<file path="config.mk">
export PLATFORM = sky130hd
export DESIGN_NAME = resp_stream_decoder_flat
export DESIGN_NICKNAME = d
export VERILOG_FILES = /design/src/rtl/core/rsd_pkg.sv /design/src/rtl/core/rsd_ifs.sv /design/src/rtl/core/resp_stream_decoder.sv /design/src/flat_wrapper.sv
export SDC_FILE = /design/constraint.sdc
export NUM_CORES = 1
export LEC_CHECK = 0
export ABC_AREA = 1
export BUFFER_PORTS_ARGS = -buffer_cell sky130_fd_sc_hd__clkbuf_2
export CAP_MARGIN = 20
export CORE_MARGIN = 4
export CORE_UTILIZATION = 45
export DETAILED_ROUTE_END_ITERATION = 10
export SKIP_CTS_REPAIR_TIMING = 1
export SYNTH_ARGS = -nofsm -noshare
export SYNTH_HDL_FRONTEND = slang
export SYNTH_SLANG_ARGS = --single-unit
export TNS_END_PERCENT = 30
</file>
<file path="constraint.sdc">
create_clock -name clk -period 7.55 [get_ports clk]
set_input_delay 1.51 -clock clk [delete_from_list [all_inputs] [get_ports clk]]
set_output_delay 1.51 -clock clk [all_outputs]
set_load 0.03 [all_outputs]
</file>
<file path="src/rtl/core/rsd_pkg.sv">
// ----------------------------------------------------------------------------
// rsd_pkg
// Shared types and codes of the RESP2 stream decoder.
// ----------------------------------------------------------------------------
package rsd_pkg;

  // Result kinds
  localparam logic [1:0] KIND_PAYLOAD   = 2'd0;
  localparam logic [1:0] KIND_ELEM_END  = 2'd1;
  localparam logic [1:0] KIND_EMPTY_END = 2'd2;
  localparam logic [1:0] KIND_ERROR     = 2'd3;

  // Message types
  localparam logic [1:0] MSG_STRING  = 2'd0;
  localparam logic [1:0] MSG_ERR_REP = 2'd1;
  localparam logic [1:0] MSG_INTEGER = 2'd2;
  localparam logic [1:0] MSG_ARRAY   = 2'd3;

  // Error reasons
  localparam logic [1:0] RSN_NONE     = 2'd0;
  localparam logic [1:0] RSN_BAD_TYPE = 2'd1;
  localparam logic [1:0] RSN_SHORT    = 2'd2;
  localparam logic [1:0] RSN_LIMIT    = 2'd3;

  // Register indexes
  localparam logic [1:0] REG_MAX_ELEM = 2'd0;
  localparam logic [1:0] REG_MAX_BULK = 2'd1;

  // Stream characters
  localparam logic [7:0] CH_PLUS   = 8'h2B;
  localparam logic [7:0] CH_MINUS  = 8'h2D;
  localparam logic [7:0] CH_COLON  = 8'h3A;
  localparam logic [7:0] CH_DOLLAR = 8'h24;
  localparam logic [7:0] CH_STAR   = 8'h2A;
  localparam logic [7:0] CH_LF     = 8'h0A;
  localparam logic [7:0] CH_ZERO   = 8'h30;
  localparam logic [7:0] CH_NINE   = 8'h39;

  localparam logic [16:0] ACC_SAT = 17'h1FFFF;

  typedef struct packed {
    logic [1:0] kind;
    logic [1:0] msg_type;
    logic [7:0] elem_index;
    logic [7:0] payload_byte;
    logic       is_null;
    logic       message_last;
    logic [1:0] error_reason;
  } res_t;

endpackage

</file>
<file path="src/rtl/core/rsd_ifs.sv">
// ----------------------------------------------------------------------------
// rsd_ifs
// Byte input channel and result output channel of the RESP2 decoder.
// ----------------------------------------------------------------------------
interface rsd_in_if;
  logic       valid;
  logic       ready;
  logic [7:0] data_byte;

  modport source (output valid, output data_byte, input ready);
  modport sink   (input valid, input data_byte, output ready);
endinterface

interface rsd_out_if;
  logic       valid;
  logic       ready;
  logic [1:0] kind;
  logic [1:0] msg_type;
  logic [7:0] elem_index;
  logic [7:0] payload_byte;
  logic       is_null;
  logic       message_last;
  logic [1:0] error_reason;

  modport source (output valid, output kind, output msg_type, output elem_index,
                  output payload_byte, output is_null, output message_last,
                  output error_reason, input ready);
  modport sink   (input valid, input kind, input msg_type, input elem_index,
                  input payload_byte, input is_null, input message_last,
                  input error_reason, output ready);
endinterface

</file>
<file path="src/rtl/core/resp_stream_decoder.sv">
// ----------------------------------------------------------------------------
// resp_stream_decoder
// RESP2 reply parser: one stream byte in, at most one result item out.
// ----------------------------------------------------------------------------
//
//  channel   | direction | handshake      | payload
//  ----------+-----------+----------------+-------------------------------------
//  in_bus    | sink      | valid / ready  | data_byte
//  out_bus   | source    | valid / ready  | kind, msg_type, elem_index,
//            |           |                | payload_byte, is_null, message_last,
//            |           |                | error_reason
//  cfg_*     | write     | cfg_we         | cfg_index, cfg_data
//
//  One byte per cycle. A byte updates the parser state in the cycle it is
//  accepted; its result item (if any) sits in the output register next cycle.
//  in_bus.ready = output register empty or being drained, so the decoder
//  only stalls while a result waits on a stalled sink.
//  rst_n is synchronous: parser state and output valid clear, limits return
//  to 256 elements and 65535 bulk bytes.
// ----------------------------------------------------------------------------
module resp_stream_decoder
  import rsd_pkg::*;
#(
  parameter int MAX_ELEMENTS = 256,
  parameter int MAX_BULK_LEN = 65535
) (
  input  logic        clk,
  input  logic        rst_n,
  rsd_in_if.sink      in_bus,
  rsd_out_if.source   out_bus,
  input  logic        cfg_we,
  input  logic [1:0]  cfg_index,
  input  logic [15:0] cfg_data
);

  // Parameters only clamp the register limits; registers are 9 / 16 bits.
  localparam logic [8:0]  ELEM_CAP = (MAX_ELEMENTS > 511)   ? 9'h1FF   : 9'(MAX_ELEMENTS);
  localparam logic [15:0] BULK_CAP = (MAX_BULK_LEN > 65535) ? 16'hFFFF : 16'(MAX_BULK_LEN);

  typedef enum logic [4:0] {
    PH_TYPE  = 5'b00001,
    PH_COUNT = 5'b00010,
    PH_LEN   = 5'b00100,
    PH_LINE  = 5'b01000,
    PH_BULK  = 5'b10000
  } phase_t;

  // Configuration
  logic [8:0]  max_elem_r;
  logic [15:0] max_bulk_r;

  // Parser state
  phase_t      phase_r,      phase_nxt;
  logic [1:0]  cur_type_r,   cur_type_nxt;
  logic        in_array_r,   in_array_nxt;
  logic [8:0]  elems_left_r, elems_left_nxt;
  logic [7:0]  elem_num_r,   elem_num_nxt;
  logic [16:0] bytes_left_r, bytes_left_nxt;
  logic [16:0] acc_r,        acc_nxt;
  logic        neg_r,        neg_nxt;
  logic        stopped_r,    stopped_nxt;
  logic [7:0]  held_byte_r,  held_byte_nxt;
  logic        held_valid_r, held_valid_nxt;

  // Output register
  logic        out_valid_r;
  res_t        res_r;

  logic        in_fire;
  logic        in_rdy;
  logic [7:0]  b;
  logic [8:0]  elem_lim;
  logic [15:0] bulk_lim;
  logic [20:0] acc_mul;
  logic [16:0] bl_dec;

  // Result of the current byte
  logic        emit_vld;
  res_t        emit;

  // Actions resolved after the phase decode
  logic        do_finish, finish_null;
  logic        do_fail;
  logic [1:0]  fail_reason;
  logic        do_start;
  logic        do_clear;
  logic        fin_last;

  assign in_rdy   = !out_valid_r || out_bus.ready;
  assign in_fire  = in_bus.valid && in_rdy;
  assign b        = in_bus.data_byte;
  assign elem_lim = (max_elem_r < ELEM_CAP) ? max_elem_r : ELEM_CAP;
  assign bulk_lim = (max_bulk_r < BULK_CAP) ? max_bulk_r : BULK_CAP;
  // acc * 10 + digit, wide enough to never wrap before saturation
  assign acc_mul  = {1'b0, acc_r, 3'b000} + {3'b000, acc_r, 1'b0}
                  + {17'd0, 4'(b - CH_ZERO)};
  assign bl_dec   = (bytes_left_r != 17'd0) ? (bytes_left_r - 17'd1) : 17'd0;
  assign fin_last = !in_array_r || (elems_left_r <= 9'd1);

  always_comb begin
    phase_nxt      = phase_r;
    cur_type_nxt   = cur_type_r;
    in_array_nxt   = in_array_r;
    elems_left_nxt = elems_left_r;
    elem_num_nxt   = elem_num_r;
    bytes_left_nxt = bytes_left_r;
    acc_nxt        = acc_r;
    neg_nxt        = neg_r;
    stopped_nxt    = stopped_r;
    held_byte_nxt  = held_byte_r;
    held_valid_nxt = held_valid_r;

    emit_vld          = 1'b0;
    emit.kind         = KIND_PAYLOAD;
    emit.msg_type     = cur_type_r;
    emit.elem_index   = elem_num_r;
    emit.payload_byte = 8'd0;
    emit.is_null      = 1'b0;
    emit.message_last = 1'b0;
    emit.error_reason = RSN_NONE;

    do_finish   = 1'b0;
    finish_null = 1'b0;
    do_fail     = 1'b0;
    fail_reason = RSN_NONE;
    do_start    = 1'b0;
    do_clear    = 1'b0;

    if (in_fire) begin
      case (phase_r)
        PH_COUNT, PH_LEN: begin
          if (b == CH_LF) begin
            if (phase_r == PH_COUNT) begin
              if (neg_r || acc_r == 17'd0) begin
                // empty or null array
                emit_vld          = 1'b1;
                emit.kind         = KIND_EMPTY_END;
                emit.message_last = 1'b1;
                do_clear          = 1'b1;
              end else if (acc_r > {8'd0, elem_lim}) begin
                do_fail     = 1'b1;
                fail_reason = RSN_LIMIT;
              end else begin
                in_array_nxt   = 1'b1;
                elems_left_nxt = acc_r[8:0];
                elem_num_nxt   = 8'd0;
                phase_nxt      = PH_TYPE;
                do_start       = 1'b1;
              end
            end else begin
              if (neg_r && acc_r != 17'd0) begin
                if (acc_r == 17'd1) begin
                  // null bulk string
                  do_finish   = 1'b1;
                  finish_null = 1'b1;
                end else begin
                  do_fail     = 1'b1;
                  fail_reason = RSN_LIMIT;
                end
              end else if (acc_r > {1'b0, bulk_lim}) begin
                do_fail     = 1'b1;
                fail_reason = RSN_LIMIT;
              end else begin
                bytes_left_nxt = acc_r + 17'd2;
                phase_nxt      = PH_BULK;
                do_start       = 1'b1;
              end
            end
          end else if (!stopped_r) begin
            // decimal digit feed; sign allowed on the first byte only
            if (!held_valid_r && b == CH_MINUS) begin
              held_valid_nxt = 1'b1;
              neg_nxt        = 1'b1;
            end else if (!held_valid_r && b == CH_PLUS) begin
              held_valid_nxt = 1'b1;
            end else begin
              held_valid_nxt = 1'b1;
              if (b >= CH_ZERO && b <= CH_NINE) begin
                acc_nxt = (acc_mul > {4'd0, ACC_SAT}) ? ACC_SAT : acc_mul[16:0];
              end else begin
                stopped_nxt = 1'b1;
              end
            end
          end
        end
        PH_LINE: begin
          if (b == CH_LF) begin
            if (!held_valid_r) begin
              do_fail     = 1'b1;
              fail_reason = RSN_SHORT;
            end else begin
              do_finish = 1'b1;
            end
          end else begin
            // one-byte delay drops the byte before LF
            if (held_valid_r) begin
              emit_vld          = 1'b1;
              emit.payload_byte = held_byte_r;
            end
            held_byte_nxt  = b;
            held_valid_nxt = 1'b1;
          end
        end
        PH_BULK: begin
          if (bytes_left_r > 17'd2) begin
            emit_vld          = 1'b1;
            emit.payload_byte = b;
          end
          bytes_left_nxt = bl_dec;
          if (bl_dec == 17'd0) begin
            do_finish = 1'b1;
          end
        end
        default: begin
          // type byte
          do_start = 1'b1;
          if (b == CH_PLUS) begin
            if (!in_array_r) cur_type_nxt = MSG_STRING;
            phase_nxt = PH_LINE;
          end else if (b == CH_MINUS) begin
            if (!in_array_r) cur_type_nxt = MSG_ERR_REP;
            phase_nxt = PH_LINE;
          end else if (b == CH_COLON) begin
            if (!in_array_r) cur_type_nxt = MSG_INTEGER;
            phase_nxt = PH_LINE;
          end else if (b == CH_DOLLAR) begin
            if (!in_array_r) cur_type_nxt = MSG_STRING;
            phase_nxt = PH_LEN;
          end else if (b == CH_STAR) begin
            if (in_array_r) begin
              // nested array
              do_fail     = 1'b1;
              fail_reason = RSN_LIMIT;
            end else begin
              cur_type_nxt = MSG_ARRAY;
              phase_nxt    = PH_COUNT;
            end
          end else begin
            do_fail     = 1'b1;
            fail_reason = RSN_BAD_TYPE;
          end
        end
      endcase
    end

    // element end; replaces any payload result of the same byte
    if (do_finish) begin
      emit_vld          = 1'b1;
      emit.kind         = KIND_ELEM_END;
      emit.payload_byte = 8'd0;
      emit.is_null      = finish_null;
      emit.message_last = fin_last;
      if (fin_last) begin
        do_clear = 1'b1;
      end else begin
        elems_left_nxt = elems_left_r - 9'd1;
        elem_num_nxt   = elem_num_r + 8'd1;
        phase_nxt      = PH_TYPE;
        do_start       = 1'b1;
      end
    end

    if (do_fail) begin
      emit_vld          = 1'b1;
      emit.kind         = KIND_ERROR;
      emit.payload_byte = 8'd0;
      emit.message_last = 1'b1;
      emit.error_reason = fail_reason;
      do_clear          = 1'b1;
    end

    if (do_start || do_clear) begin
      acc_nxt        = 17'd0;
      neg_nxt        = 1'b0;
      stopped_nxt    = 1'b0;
      held_byte_nxt  = 8'd0;
      held_valid_nxt = 1'b0;
    end

    if (do_clear) begin
      phase_nxt      = PH_TYPE;
      cur_type_nxt   = MSG_STRING;
      in_array_nxt   = 1'b0;
      elems_left_nxt = 9'd0;
      elem_num_nxt   = 8'd0;
      bytes_left_nxt = 17'd0;
    end
  end

  always_ff @(posedge clk) begin
    if (!rst_n) begin
      max_elem_r   <= 9'd256;
      max_bulk_r   <= 16'hFFFF;
      phase_r      <= PH_TYPE;
      cur_type_r   <= MSG_STRING;
      in_array_r   <= 1'b0;
      elems_left_r <= 9'd0;
      elem_num_r   <= 8'd0;
      bytes_left_r <= 17'd0;
      acc_r        <= 17'd0;
      neg_r        <= 1'b0;
      stopped_r    <= 1'b0;
      held_byte_r  <= 8'd0;
      held_valid_r <= 1'b0;
      out_valid_r  <= 1'b0;
    end else begin
      if (cfg_we) begin
        case (cfg_index)
          REG_MAX_ELEM: max_elem_r <= cfg_data[8:0];
          REG_MAX_BULK: max_bulk_r <= cfg_data;
          default: ;
        endcase
      end
      phase_r      <= phase_nxt;
      cur_type_r   <= cur_type_nxt;
      in_array_r   <= in_array_nxt;
      elems_left_r <= elems_left_nxt;
      elem_num_r   <= elem_num_nxt;
      bytes_left_r <= bytes_left_nxt;
      acc_r        <= acc_nxt;
      neg_r        <= neg_nxt;
      stopped_r    <= stopped_nxt;
      held_byte_r  <= held_byte_nxt;
      held_valid_r <= held_valid_nxt;
      if (in_rdy) begin
        out_valid_r <= in_fire && emit_vld;
      end
    end
  end

  // result payload, no reset needed
  always_ff @(posedge clk) begin
    if (in_rdy) begin
      res_r <= emit;
    end
  end

  assign in_bus.ready         = in_rdy;
  assign out_bus.valid        = out_valid_r;
  assign out_bus.kind         = res_r.kind;
  assign out_bus.msg_type     = res_r.msg_type;
  assign out_bus.elem_index   = res_r.elem_index;
  assign out_bus.payload_byte = res_r.payload_byte;
  assign out_bus.is_null      = res_r.is_null;
  assign out_bus.message_last = res_r.message_last;
  assign out_bus.error_reason = res_r.error_reason;

endmodule

</file>
<file path="src/flat_wrapper.sv">
// flat-port wrapper written by rule: the top's interface ports become plain ports
module resp_stream_decoder_flat import rsd_pkg::*;
#(
  parameter int MAX_ELEMENTS = 256,
  parameter int MAX_BULK_LEN = 65535
)
  (clk, rst_n, cfg_we, cfg_index, cfg_data, in_bus_valid, in_bus_data_byte, in_bus_ready, out_bus_valid, out_bus_kind, out_bus_msg_type, out_bus_elem_index, out_bus_payload_byte, out_bus_is_null, out_bus_message_last, out_bus_error_reason, out_bus_ready);
  rsd_in_if in_bus_i ();
  rsd_out_if out_bus_i ();
  input  logic clk;
  input  logic rst_n;
  input  logic cfg_we;
  input  logic [1:0] cfg_index;
  input  logic [15:0] cfg_data;
  input wire logic [$bits(in_bus_i.valid)-1:0] in_bus_valid;
  input wire logic [$bits(in_bus_i.data_byte)-1:0] in_bus_data_byte;
  output wire logic [$bits(in_bus_i.ready)-1:0] in_bus_ready;
  output wire logic [$bits(out_bus_i.valid)-1:0] out_bus_valid;
  output wire logic [$bits(out_bus_i.kind)-1:0] out_bus_kind;
  output wire logic [$bits(out_bus_i.msg_type)-1:0] out_bus_msg_type;
  output wire logic [$bits(out_bus_i.elem_index)-1:0] out_bus_elem_index;
  output wire logic [$bits(out_bus_i.payload_byte)-1:0] out_bus_payload_byte;
  output wire logic [$bits(out_bus_i.is_null)-1:0] out_bus_is_null;
  output wire logic [$bits(out_bus_i.message_last)-1:0] out_bus_message_last;
  output wire logic [$bits(out_bus_i.error_reason)-1:0] out_bus_error_reason;
  input wire logic [$bits(out_bus_i.ready)-1:0] out_bus_ready;
  assign in_bus_i.valid = in_bus_valid;
  assign in_bus_i.data_byte = in_bus_data_byte;
  assign in_bus_ready = in_bus_i.ready;
  assign out_bus_valid = out_bus_i.valid;
  assign out_bus_kind = out_bus_i.kind;
  assign out_bus_msg_type = out_bus_i.msg_type;
  assign out_bus_elem_index = out_bus_i.elem_index;
  assign out_bus_payload_byte = out_bus_i.payload_byte;
  assign out_bus_is_null = out_bus_i.is_null;
  assign out_bus_message_last = out_bus_i.message_last;
  assign out_bus_error_reason = out_bus_i.error_reason;
  assign out_bus_i.ready = out_bus_ready;
  resp_stream_decoder #(.MAX_ELEMENTS(MAX_ELEMENTS), .MAX_BULK_LEN(MAX_BULK_LEN)) u_core (.clk(clk), .rst_n(rst_n), .in_bus(in_bus_i), .out_bus(out_bus_i), .cfg_we(cfg_we), .cfg_index(cfg_index), .cfg_data(cfg_data));
endmodule
</file>
==> Word-level counts from Yosys, hierarchy flattened <==
Index checks and enable logic that the tools add are counted.
{ "word_totals": {"regBits": 120, "input_bits": 31, "output_inout_bits": 26, "elab_cells": 244} }
{ "op_classes": {"add_sub_neg": 7, "n_lt_le_gt_ge": 9, "eq_ne": 22, "n_mux": 135, "n_bitwise": 9, "reduce_logical": 40} }
{ "op_table": {"columns": ["operator", "count"], "rows": [
  ["$mux 17", 6],
  ["$mux 8", 11],
  ["$mux 9", 9],
  ["$mux 5", 15],
  ["$mux 2", 30],
  ["$mux 1", 54],
  ["$eq 8x6->1 const B", 5],
  ["$logic_not 17->1", 2],
  ["$pmux 17 s2", 1],
  ["$reduce_bool 17->1", 2],
  ["$add 20x18->21", 1],
  ["$add 21x4->21", 1],
  ["$gt 21x17->1 const B", 1],
  ["$reduce_and 6->1", 3],
  ["$add 17x2->17 const B", 1],
  ["$eq 17x1->1 const B", 1],
  ["$gt 17x16->1", 1],
  ["$gt 17x2->1 const B", 1],
  ["$gt 17x9->1", 1],
  ["$sub 17x1->17 const B", 1],
  ["$lt 16x16->1 const B", 1],
  ["$mux 16", 1],
  ["$pmux 8 s2", 1],
  ["$ne 2x2->1 const B", 6],
  ["other kinds (33)", 66]
]} }

==> Longest topological paths before layout <==
Gate-level depths: netlist of run 1.
{ "logic_depth": {"word_depth": 13, "ltp_mapped": 21, "ltp_nobuf": 21} }

==> Worst setup path before layout of run 1 <==
OpenSTA, ideal clock, no wires.
{ "synth_path": {"path_type": "input to register", "startpoint": "in in_bus_data_byte[3]", "endpoint": "reg u_core.acc_r[7]", "setup_ps": 116, "arrival_ps": 3899, "required_time_ps": 7434, "path_slack_ps": 3535, "cell_stages": 18, "path_buffers": 1, "cell_sequence": "fa_1 -> inv_1 -> fa_1 -> inv_1 -> nand3_1 -> nand2_1 -> nand4_1 -> nand2_1 -> nand2_1 -> nand2_1 -> nand2_1 -> nand2_1 -> nand2_1 -> clkinv_1 -> clkbuf_1 -> nand3_1 -> a21oi_1 -> nor2_1"} }
{ "synth_between": {"elab_chain_cells": 11, "word_cells_on_any_way": 45, "cone_classes": "add/sub (2); order compare (3); eq/ne (6); mux (25); bitwise (3); reduce/logical (6)"} }
{ "synth_rtl": {"columns": ["item", "line_no", "source"], "rows": [
  ["start: declaration", "flat_wrapper.sv:16", "input wire logic [$bits(in_bus_i.data_byte)-1:0] in_bus_data_byte;"],
  ["parallel branches: the longest is 11 deep, another holds $add 21x4->21", null, null],
  ["end signal: assignment", "resp_stream_decoder.sv:320", "acc_r <= acc_nxt;"],
  ["end: declaration", "resp_stream_decoder.sv:59", "logic [16:0] acc_r, acc_nxt;"]
]} }
Parallel ways; which one is timed is not known.
A chain may end at the register's enable or synchronous reset.

==> Final worst setup path of run 1 <==
{ "layout_path": {"startpoint": "in in_bus_data_byte[3]", "endpoint": "reg u_core.acc_r[11]"} }
The elaborated chain is that of the path after synthesis.

==> flow_results.org, run 1 <==
** Floorplan
- The die covers 21450 sq um.
- Floorplan Core Area :: 18770 sq um
- Vertical die dimension :: 146.5 um
- The initial utilization of the core area, before any placement, comes to 45.96%.
- The floorplan has 50 rows.
- In this run the count of I/O pins placed on the die edge is 57.
- The floorplan step set the die width to 146.5 um.

** GRT
- Vias in the first global route :: 7647
- First-pass GRT wire length :: 37420 um
- Entering global routing, the biggest net connects 35 pins.
- For this run, the total global-route usage over all layers was measured as 20.95%.
- Remaining global-route overflow :: 0
- Antenna violations before repair :: 0

** Timing
- Across all hold checks on the routed design, the worst slack comes to 464.8 ps.
- Count of final max-slew check failures :: 0
- Setup total negative slack on the finished layout was measured at 0 ps.
- In this run the tightest slew margin relative to its limit is 34.08%.
- Setup repair after global routing left no endpoint under its margin.
- After layout, the worst path uses 53.94% of the clock period.
- At the pin with the least slew margin, the transition time is 985.2 ps.
- The final number of hold-violating endpoints was 0.
- Setup Skew :: 8.882 ps
- Setup violations remaining at the end of the flow were counted as 0.
- The worst path needs 4072 ps of the cycle, external delays included.
- Based on the critical path, the design can be clocked at up to 245.6 MHz.

** Placement
- In this run the tool buffered the top-level ports with 56 buffer cells.
- The HPWL after detailed placement is 16830 um.
- Final weighted congestion in routability-driven placement :: 0.9035
- Total cell area at the placement stage :: 9089 sq um

** Routing
- Signal routing reaches up to met4.
- Drt pass-1 iters :: 5
- After detailed routing, the number of remaining DRC violations is 0.
- Met3 wire length :: 863 um
- Wires add up to 22470 um.
- Final routed wire length divided by cell count :: 14.30 um
- Routed met1 length :: 11200 um
- Met2 wire length :: 10010 um
- Vias per Instance :: 5.227
- In this run the remaining antenna-violating nets after routing total 0.
- After the first detailed-routing iteration, the DRC count stood at 470.
- Via count :: 8212

** Clock tree
- In this run the deepest clock path goes through 2 buffers.
- After clock tree synthesis, the clock-pin slew on the worst setup and hold paths is 60 ps.
- The root buffer cell chosen for the clock tree is sky130_fd_sc_hd__clkbuf_16.
- Worst-skew pair later-pin latency :: 420 ps
- TritonCTS built the clock tree.
- Clock Sinks :: 120
- Max H-tree Level :: 4
- Clock buffer count from CTS :: 17

** Finish
- The finished cells cover 9683 sq um.
- The post-route netlist has 9.798% of its cells at a drive strength greater than 1.
- 0 antenna diodes ended up in the layout.
- In the layout the commonest cells are sky130_fd_sc_hd__nand2_1, sky130_fd_sc_hd__nor2_1, sky130_fd_sc_hd__inv_1.
- Leaving out fill and tap cells, the most frequent cell in the layout is sky130_fd_sc_hd__nand2_1.
- Relative to the synthesized area, the layout overhead comes to 12.26%.
- Fin nets :: 1422
- Share of the core filled with cells in the final layout :: 51.59%

** Yosys
- EDFF count, synth :: 24
- Mapped Nets :: 1372
- Async S/R FF share, synth :: 0%
- Number of synthesized register bits :: 120
- A synthesized cell averages 6.771 sq um.
- Of the synthesized area, sequential elements account for 30.64%.
- The Yosys step of the flow raised 0 warnings.
- Post-synth top flop :: sky130_fd_sc_hd__dfxtp_1
- Netlist Area Pre-Place :: 8626 sq um
- Distinct cell type count of the synthesized netlist :: 53
- In the synthesized netlist, the number of instances is 1274.

** Power
- PnR Total Power :: 1575 uW
- The internal portion of the total power is 1181 uW.
- Sw power :: 393.6 uW
- The clock network accounts for 51.7% of the total power.
- For this design the ratio of total power to cell area is 162.6 nW/um^2.
- The analysis attributes to cell leakage a power of 0.004615 uW.
- Comb power frac :: 5.6%
- IR analysis of the VDD net gives a maximum drop of 0.0001348 V.
- Relative contribution of sequential cells to total power :: 42.7%
- Share of total power consumed by net switching :: 25.00%

** Critical path
- Critical Path RT :: 7850 ps
- At the worst endpoint, the arrival time is 4370 ps.
- Critical path class :: input pin to flip-flop
- Startpoint types :: input pin
- Crit-path max FO :: 17
- Kind of end point of the critical path :: flip-flop

** Job
- Max-cap violations in this run came to 0.

** Outcome
- Status :: finished, final reports clean

** Hold path
- The worst hold path belongs to the class flip-flop to flip-flop.
==> sequential cells by signal (all words and copies together) (netlist names), 2 cells and up <==
| signal | flops |
|---|---|
| u_core.out_bus.kind | 2 |
| u_core.out_bus.msg_type | 2 |
| u_core.max_bulk_r | 16 |
| u_core.phase_r | 5 |
| u_core.out_bus.error_reason | 2 |
| u_core.elems_left_r | 9 |
| u_core.out_bus.payload_byte | 8 |
| u_core.acc_r | 17 |
| u_core.max_elem_r | 9 |
| u_core.held_byte_r | 8 |
| u_core.out_bus.elem_index | 8 |
| u_core.elem_num_r | 8 |
| u_core.cur_type_r | 2 |
| u_core.bytes_left_r | 17 |
==> critical path: stages <==
cell	delay [ps]
sky130_fd_sc_hd__clkbuf_2	140
sky130_fd_sc_hd__fa_1	430
sky130_fd_sc_hd__ha_1	350
sky130_fd_sc_hd__a21oi_1	200
sky130_fd_sc_hd__o21bai_1	120
sky130_fd_sc_hd__nand2_1	90
sky130_fd_sc_hd__nand2_1	50
sky130_fd_sc_hd__nand2_1	60
sky130_fd_sc_hd__nand3_1	70
sky130_fd_sc_hd__xor2_1	150
sky130_fd_sc_hd__nor2_1	780
sky130_fd_sc_hd__nand3_1	200
sky130_fd_sc_hd__a21oi_1	180
sky130_fd_sc_hd__nor2_1	50
==> cells by family after synthesis <==
family | after synthesis | share of synthesized area, %
AND/OR/NAND/NOR | 656 | 33.48
AO/OA/AOI/OAI | 202 | 13.45
buffers and inverters | 193 | 8.892
flip-flops | 120 | 30.64
adder cells (fa/ha/maj) | 67 | 9.893
XOR/XNOR | 36 | 3.655
==> cells in the mapped netlist (3+ instances only) <==
library cell	count	area share (%)
sky130_fd_sc_hd__ha_1	65	9.4
sky130_fd_sc_hd__inv_2	8	0.35
sky130_fd_sc_hd__nor4_1	3	0.22
sky130_fd_sc_hd__a31oi_1	5	0.36
sky130_fd_sc_hd__o21ai_1	5	0.29
sky130_fd_sc_hd__nand3_2	5	0.58
sky130_fd_sc_hd__edfxtp_1	24	8.4
sky130_fd_sc_hd__nand3_1	92	5.3
sky130_fd_sc_hd__o211ai_1	22	1.9
sky130_fd_sc_hd__dfxtp_1	96	22
sky130_fd_sc_hd__xnor2_1	14	1.4
sky130_fd_sc_hd__nor2_4	3	0.39
sky130_fd_sc_hd__a21o_1	4	0.35
sky130_fd_sc_hd__buf_2	4	0.23
sky130_fd_sc_hd__nor2_1	190	8.3
sky130_fd_sc_hd__nand2_2	5	0.36
sky130_fd_sc_hd__nand3b_1	5	0.44
sky130_fd_sc_hd__a211oi_1	3	0.26
sky130_fd_sc_hd__xor2_1	22	2.2
sky130_fd_sc_hd__buf_4	6	0.52
sky130_fd_sc_hd__nand3_4	3	0.61
sky130_fd_sc_hd__o21ai_0	58	3.4
sky130_fd_sc_hd__clkbuf_1	19	0.83
sky130_fd_sc_hd__nor3_1	20	1.2
sky130_fd_sc_hd__nand4_1	24	1.7
sky130_fd_sc_hd__nand2_1	292	13
sky130_fd_sc_hd__inv_1	151	6.6
sky130_fd_sc_hd__o22ai_1	8	0.58
sky130_fd_sc_hd__a21oi_1	80	4.6
sky130_fd_sc_hd__clkinv_1	3	0.13
sky130_fd_sc_hd__o21bai_1	6	0.52
sky130_fd_sc_hd__nor2_2	3	0.22
==> stage by stage <==
stage          setup slack (ps)  std cells
2_1_floorplan              3535       1274
3_3_place_gp               3077       1538
3_5_place_dp               3056       1538
4_1_cts                    3496       1570
5_1_grt                    3164       1571
6_report                   3478       1571
==> worst paths after layout <==
check                    startpoint                endpoint  slack [ps]  depth (start not counted)
max             in_bus_data_byte[3]        u_core.acc_r[11]        3480                         14
min          u_core.bytes_left_r[0]  u_core.bytes_left_r[0]         460                          2
max reg2reg         u_core.acc_r[3]        u_core.acc_r[11]        4090                         13
min reg2reg  u_core.bytes_left_r[0]  u_core.bytes_left_r[0]         460                          2
==> power groups by stage <==
stage,registers [uW],logic [uW],clock network (uW)
global placement,686,86.9,0
global route,674,97.8,856
floorplan,702,43.6,0
CTS,673,88.1,828
detailed placement,687,87.5,0
finish,673,87.6,814
==> metal layers <==
| metal | global-route usage [%] | up-vias |
|---|---|---|
| met4 | 6.115 | 0 |
| met1 | 29.28 | 3697 |
| li1 | - | 4304 |
| met5 | 0 | - |
| met2 | 33.53 | 183 |
| met3 | 3.290 | 28 |
==> final cells by class <==
| type | count | area [sq um] |
|---|---|---|
| Clock buffer | 18 | 429.2 |
| Tap cell | 234 | 292.8 |
| Timing Repair Buffer | 62 | 332.8 |
| Sequential cell | 120 | 2643 |
| Inverter | 162 | 608.1 |
| Fill cell | 1951 | 9085 |
| Multi-Input combinational cell | 961 | 5228 |
| Clock inverter | 14 | 150.1 |
(Power assumes the default switching activity.)
==> run 2: changes to the inputs <==
--- a/config.mk
+++ b/config.mk
@@ -5,7 +5,7 @@
 export SDC_FILE = /design/constraint.sdc
 export NUM_CORES = 1
 export LEC_CHECK = 0
-export ABC_AREA = 1
+export ABC_AREA = 0
 export BUFFER_PORTS_ARGS = -buffer_cell sky130_fd_sc_hd__clkbuf_2
 export CAP_MARGIN = 20
 export CORE_MARGIN = 4
==> constraint.sdc (replaced) <==
create_clock -name clk -period 4.3 [get_ports clk]
set_input_delay 0.86 -clock clk [delete_from_list [all_inputs] [get_ports clk]]
set_output_delay 0.86 -clock clk [all_outputs]
set_load 0.03 [all_outputs]
==> flow_results.org, run 2 <==
** GRT
- Antenna violations before repair :: 0
- Remaining global-route overflow :: 0
- The number of global-route vias before repair is 6887.
- Global-route usage over all layers :: 21.69%
- Entering global routing, the biggest net connects 33 pins.
- First-pass GRT wire length :: 35460 um

** Critical path
- Startpoint types :: input pin
- The worst setup path is captured at a flip-flop.
- At the worst endpoint, the arrival time is 4210 ps.
- Longest individual stage delay on the worst path :: 690 ps
- Critical path class :: input pin to flip-flop
- The largest individual stage delay along the critical path comes from the cell sky130_fd_sc_hd__or4b_2.
- Endpoint of the worst register-to-register path :: u_core.elem_num_r[6]
- For the worst setup path, the data required time is 4590 ps.
- In this run the worst path has a maximum fanout of 17.
- For flop-to-flop paths, the worst setup slack is 460 ps.
- The startpoint identified for the worst register-to-register timing path is u_core.bytes_left_r[0].
- Count of cells along the worst register-to-register path :: 11
- Chain of cells forming the critical path :: clkbuf_2 > fa_1 > inv_1 > fa_1 > nor2b_1 > o31ai_1 > a21oi_1 > a31o_2 > a21oi_1 > or4b_2 > a2111oi_4 > buf_12 > a211oi_1

** Yosys
- Mapped Nets :: 1067
- In the synthesized netlist the async set-or-reset flop fraction comes to 0%.
- Yosys printed 0 warnings.
- Netlist Area Pre-Place :: 8049 sq um
- After synthesis the netlist holds a flip-flop and latch count of 120.
- By count the netlist is led by sky130_fd_sc_hd__nand2_1, sky130_fd_sc_hd__nor2_1, sky130_fd_sc_hd__dfxtp_1.
- Averaged over all synthesized cells, the footprint is 8.306 sq um.
- The share of synthesized area in the top cell type comes to 23.88%.
- In the synthesized netlist, the number of instances is 969.
- In this run, synthesis inferred 24 flip-flops with an integrated enable.
- In the post-synthesis netlist, the cell with the most instances is sky130_fd_sc_hd__nand2_1.
- After synthesis, the netlist uses 81 different library cells.
- Ranked by total cell area, the synthesized netlist is headed by sky130_fd_sc_hd__dfxtp_1, sky130_fd_sc_hd__ha_1, sky130_fd_sc_hd__edfxtp_1.
- Sequential area share after synthesis :: 32.83%
- The synthesized design spends more area on one cell type than any other, namely sky130_fd_sc_hd__dfxtp_1.
- In the synthesized netlist the dominant register cell turns out to be sky130_fd_sc_hd__dfxtp_1.

** Routing
- After detailed routing, the met3 layer carries 942 um of wire.
- After detailed routing, the number of remaining DRC violations is 0.
- In the final routing, the length of wire on met1 measures 10140 um.
- The detailed router finished its first iteration with 615 violations.
- The first detailed-routing pass took 5 iterations.
- Summed over all nets, wire length on met2 after detailed routing comes to 9659 um.
- DR top layer :: met4
- Final WL :: 21020 um
- Final routed wire length divided by cell count :: 16.68 um
- Once detail routing completed, the nets flagged for antenna violations numbered 0.
- Via count :: 7242
- Using the TritonRoute via totals, the vias-per-cell ratio works out to 5.748.

** Floorplan
- After floorplanning, the core was divided into 48 placement rows.
- Floorplan Core Area :: 17420 sq um
- Vertical die dimension :: 141.7 um
- Number of primary I/O pins :: 57
- Horizontal die dimension :: 141.7 um
- Initial cell density of the core :: 46.21%
- The floorplan step defined a die boundary enclosing 20090 sq um.

** Finish
- The largest registers in the layout are u_core.acc_r (17), u_core.bytes_left_r (17), u_core.max_bulk_r (16).
- The library cell used most frequently in the layout, excluding fill and tap cells, is sky130_fd_sc_hd__nand2_1.
- Area delta synth->final :: 14.97%
- In the final design database the tool counted 1120 nets.
- Share of the core filled with cells in the final layout :: 53.13%
- 0 antenna diodes ended up in the layout.
- In the layout the commonest cells are sky130_fd_sc_hd__nand2_1, sky130_fd_sc_hd__nor2_1, sky130_fd_sc_hd__dfxtp_1.
- The post-route netlist has 15.07% of its cells at a drive strength greater than 1.

** Timing
- Subtracting the final worst setup slack from the clock period gives 3923 ps.
- Worst hold margin :: 438.4 ps
- Between clock sinks in the finished design, the worst skew comes to 8.937 ps.
- In this run the tightest slew margin relative to its limit is 33.19%.
- Number of hold-slack violations in the final timing report :: 0
- Setup repair after global routing left no endpoint under its margin.
- Number of failing setup endpoints in the final timing report :: 0
- Worst Tran Pin Value :: 1002 ps
- The number of slew-limit violations in the final report came to 0.
- For this run, the top clock speed supported by timing is 254.9 MHz.
- Final critical-path share of the clock period :: 91.24%
- Setup total negative slack on the finished layout was measured at 0 ps.

** Power
- IR Drop Worst-Case VDD :: 0.0003659 V
- PnR Total Power :: 2824 uW
- Power density over the cells :: 305.1 nW/um^2
- Summed over all cells, the static leakage comes to 0.003840 uW.

** Clock tree
- Counting the buffers created by CTS gives 17.
- Clock Sinks :: 120
- No sink is reached through more buffers than the 2 on the longest clock path.
- The clock tree synthesis step divided the H-tree into 4 levels.
- Clock-pin slew on the worst setup and hold paths :: 60 ps
- TritonCTS built the clock tree.
- Worst-skew pair later-pin latency :: 420 ps
- Clock tree synthesis selected as its root buffer the cell sky130_fd_sc_hd__clkbuf_16.

** Hold path
- The path class of the tightest hold or removal check is flip-flop to flip-flop.
- The startpoint identified for the worst hold timing path is u_core.cur_type_r[0].
- Along the worst hold path, the cell count comes to 0.
- Hold-critical path endpoint :: u_core.out_bus.msg_type[0]

** Placement
- The congestion estimate from routability-driven global placement came to 0.8714.
- The count of buffers added on input and output ports is 56.
- After legalization and detailed placement, the total HPWL measured 15670 um.

** Outcome
- Status :: finished, final reports clean

** Job
- Across the run, the number of max-cap violations was 0.
-- run 2: report_power, final --
part	internal [uW]	switching [uW]
Clock	926	582
Combinational	47.4	94.4
Sequential	1170	6.71
-- run 2: stage by stage --
step	setup slack, ps	instances	cell area [sq um]
floorplan	24.66	969	8061
finish	376.7	1260	9254
detailed placement	-55.07	1228	8636
global placement	-19.48	1228	8636
global route	234.7	1260	9254
CTS	381.6	1260	9254
-- run 2: area by class of cell --
| class | instances | area [sq um] |
|---|---|---|
| flip-flops and latches | 120 | 2643 |
| well taps | 225 | 281.5 |
| multi-input cells | 756 | 5046 |
| inverters | 46 | 172.7 |
| clock inverters | 15 | 192.7 |
| repair buffers | 81 | 493.0 |
| fillers | 1652 | 8163 |
| clock buffers | 17 | 425.4 |
-- run 2: critical path, delay by kind of cell --
family | cells | cell delay, ps
simple gates | 2 | 840
buf+inv | 3 | 390
compound gates | 6 | 1090
fa+ha+maj | 2 | 1030
-- run 2: worst max-delay path by stage --
| stage | startpoint | slack (ps) | end |
|---|---|---|---|
| 2_1_floorplan | in_bus_data_byte[3] | 20 | u_core.acc_r[6] |
| 3_3_place_gp | in_bus_data_byte[3] | -20 | u_core.acc_r[1] |
| 3_5_place_dp | in_bus_data_byte[3] | -60 | u_core.acc_r[2] |
| 4_1_cts | in_bus_data_byte[3] | 380 | u_core.acc_r[5] |
| 5_1_grt | u_core.bytes_left_r[0] | 230 | u_core.elem_num_r[6] |
| 6_report | in_bus_data_byte[3] | 380 | u_core.acc_r[5] |
-- run 2: cell families after synthesis --
kind of cell / share of synthesized area, %
AND/OR/NAND/NOR: 25.21
XOR/XNOR: 4.026
adder cells (fa/ha/maj): 10.60
multiplexers: 2.720
AO/OA/AOI/OAI: 19.82
flip-flops: 32.83
buffers and inverters: 4.788
-- run 2: metal layers --
metal | up-vias | global-route usage (%)
met1 | 3362 | 30.27
met4 | 0 | 5.859
met2 | 186 | 34.32
met3 | 25 | 4.314
met5 | - | 0
li1 | 3669 | -
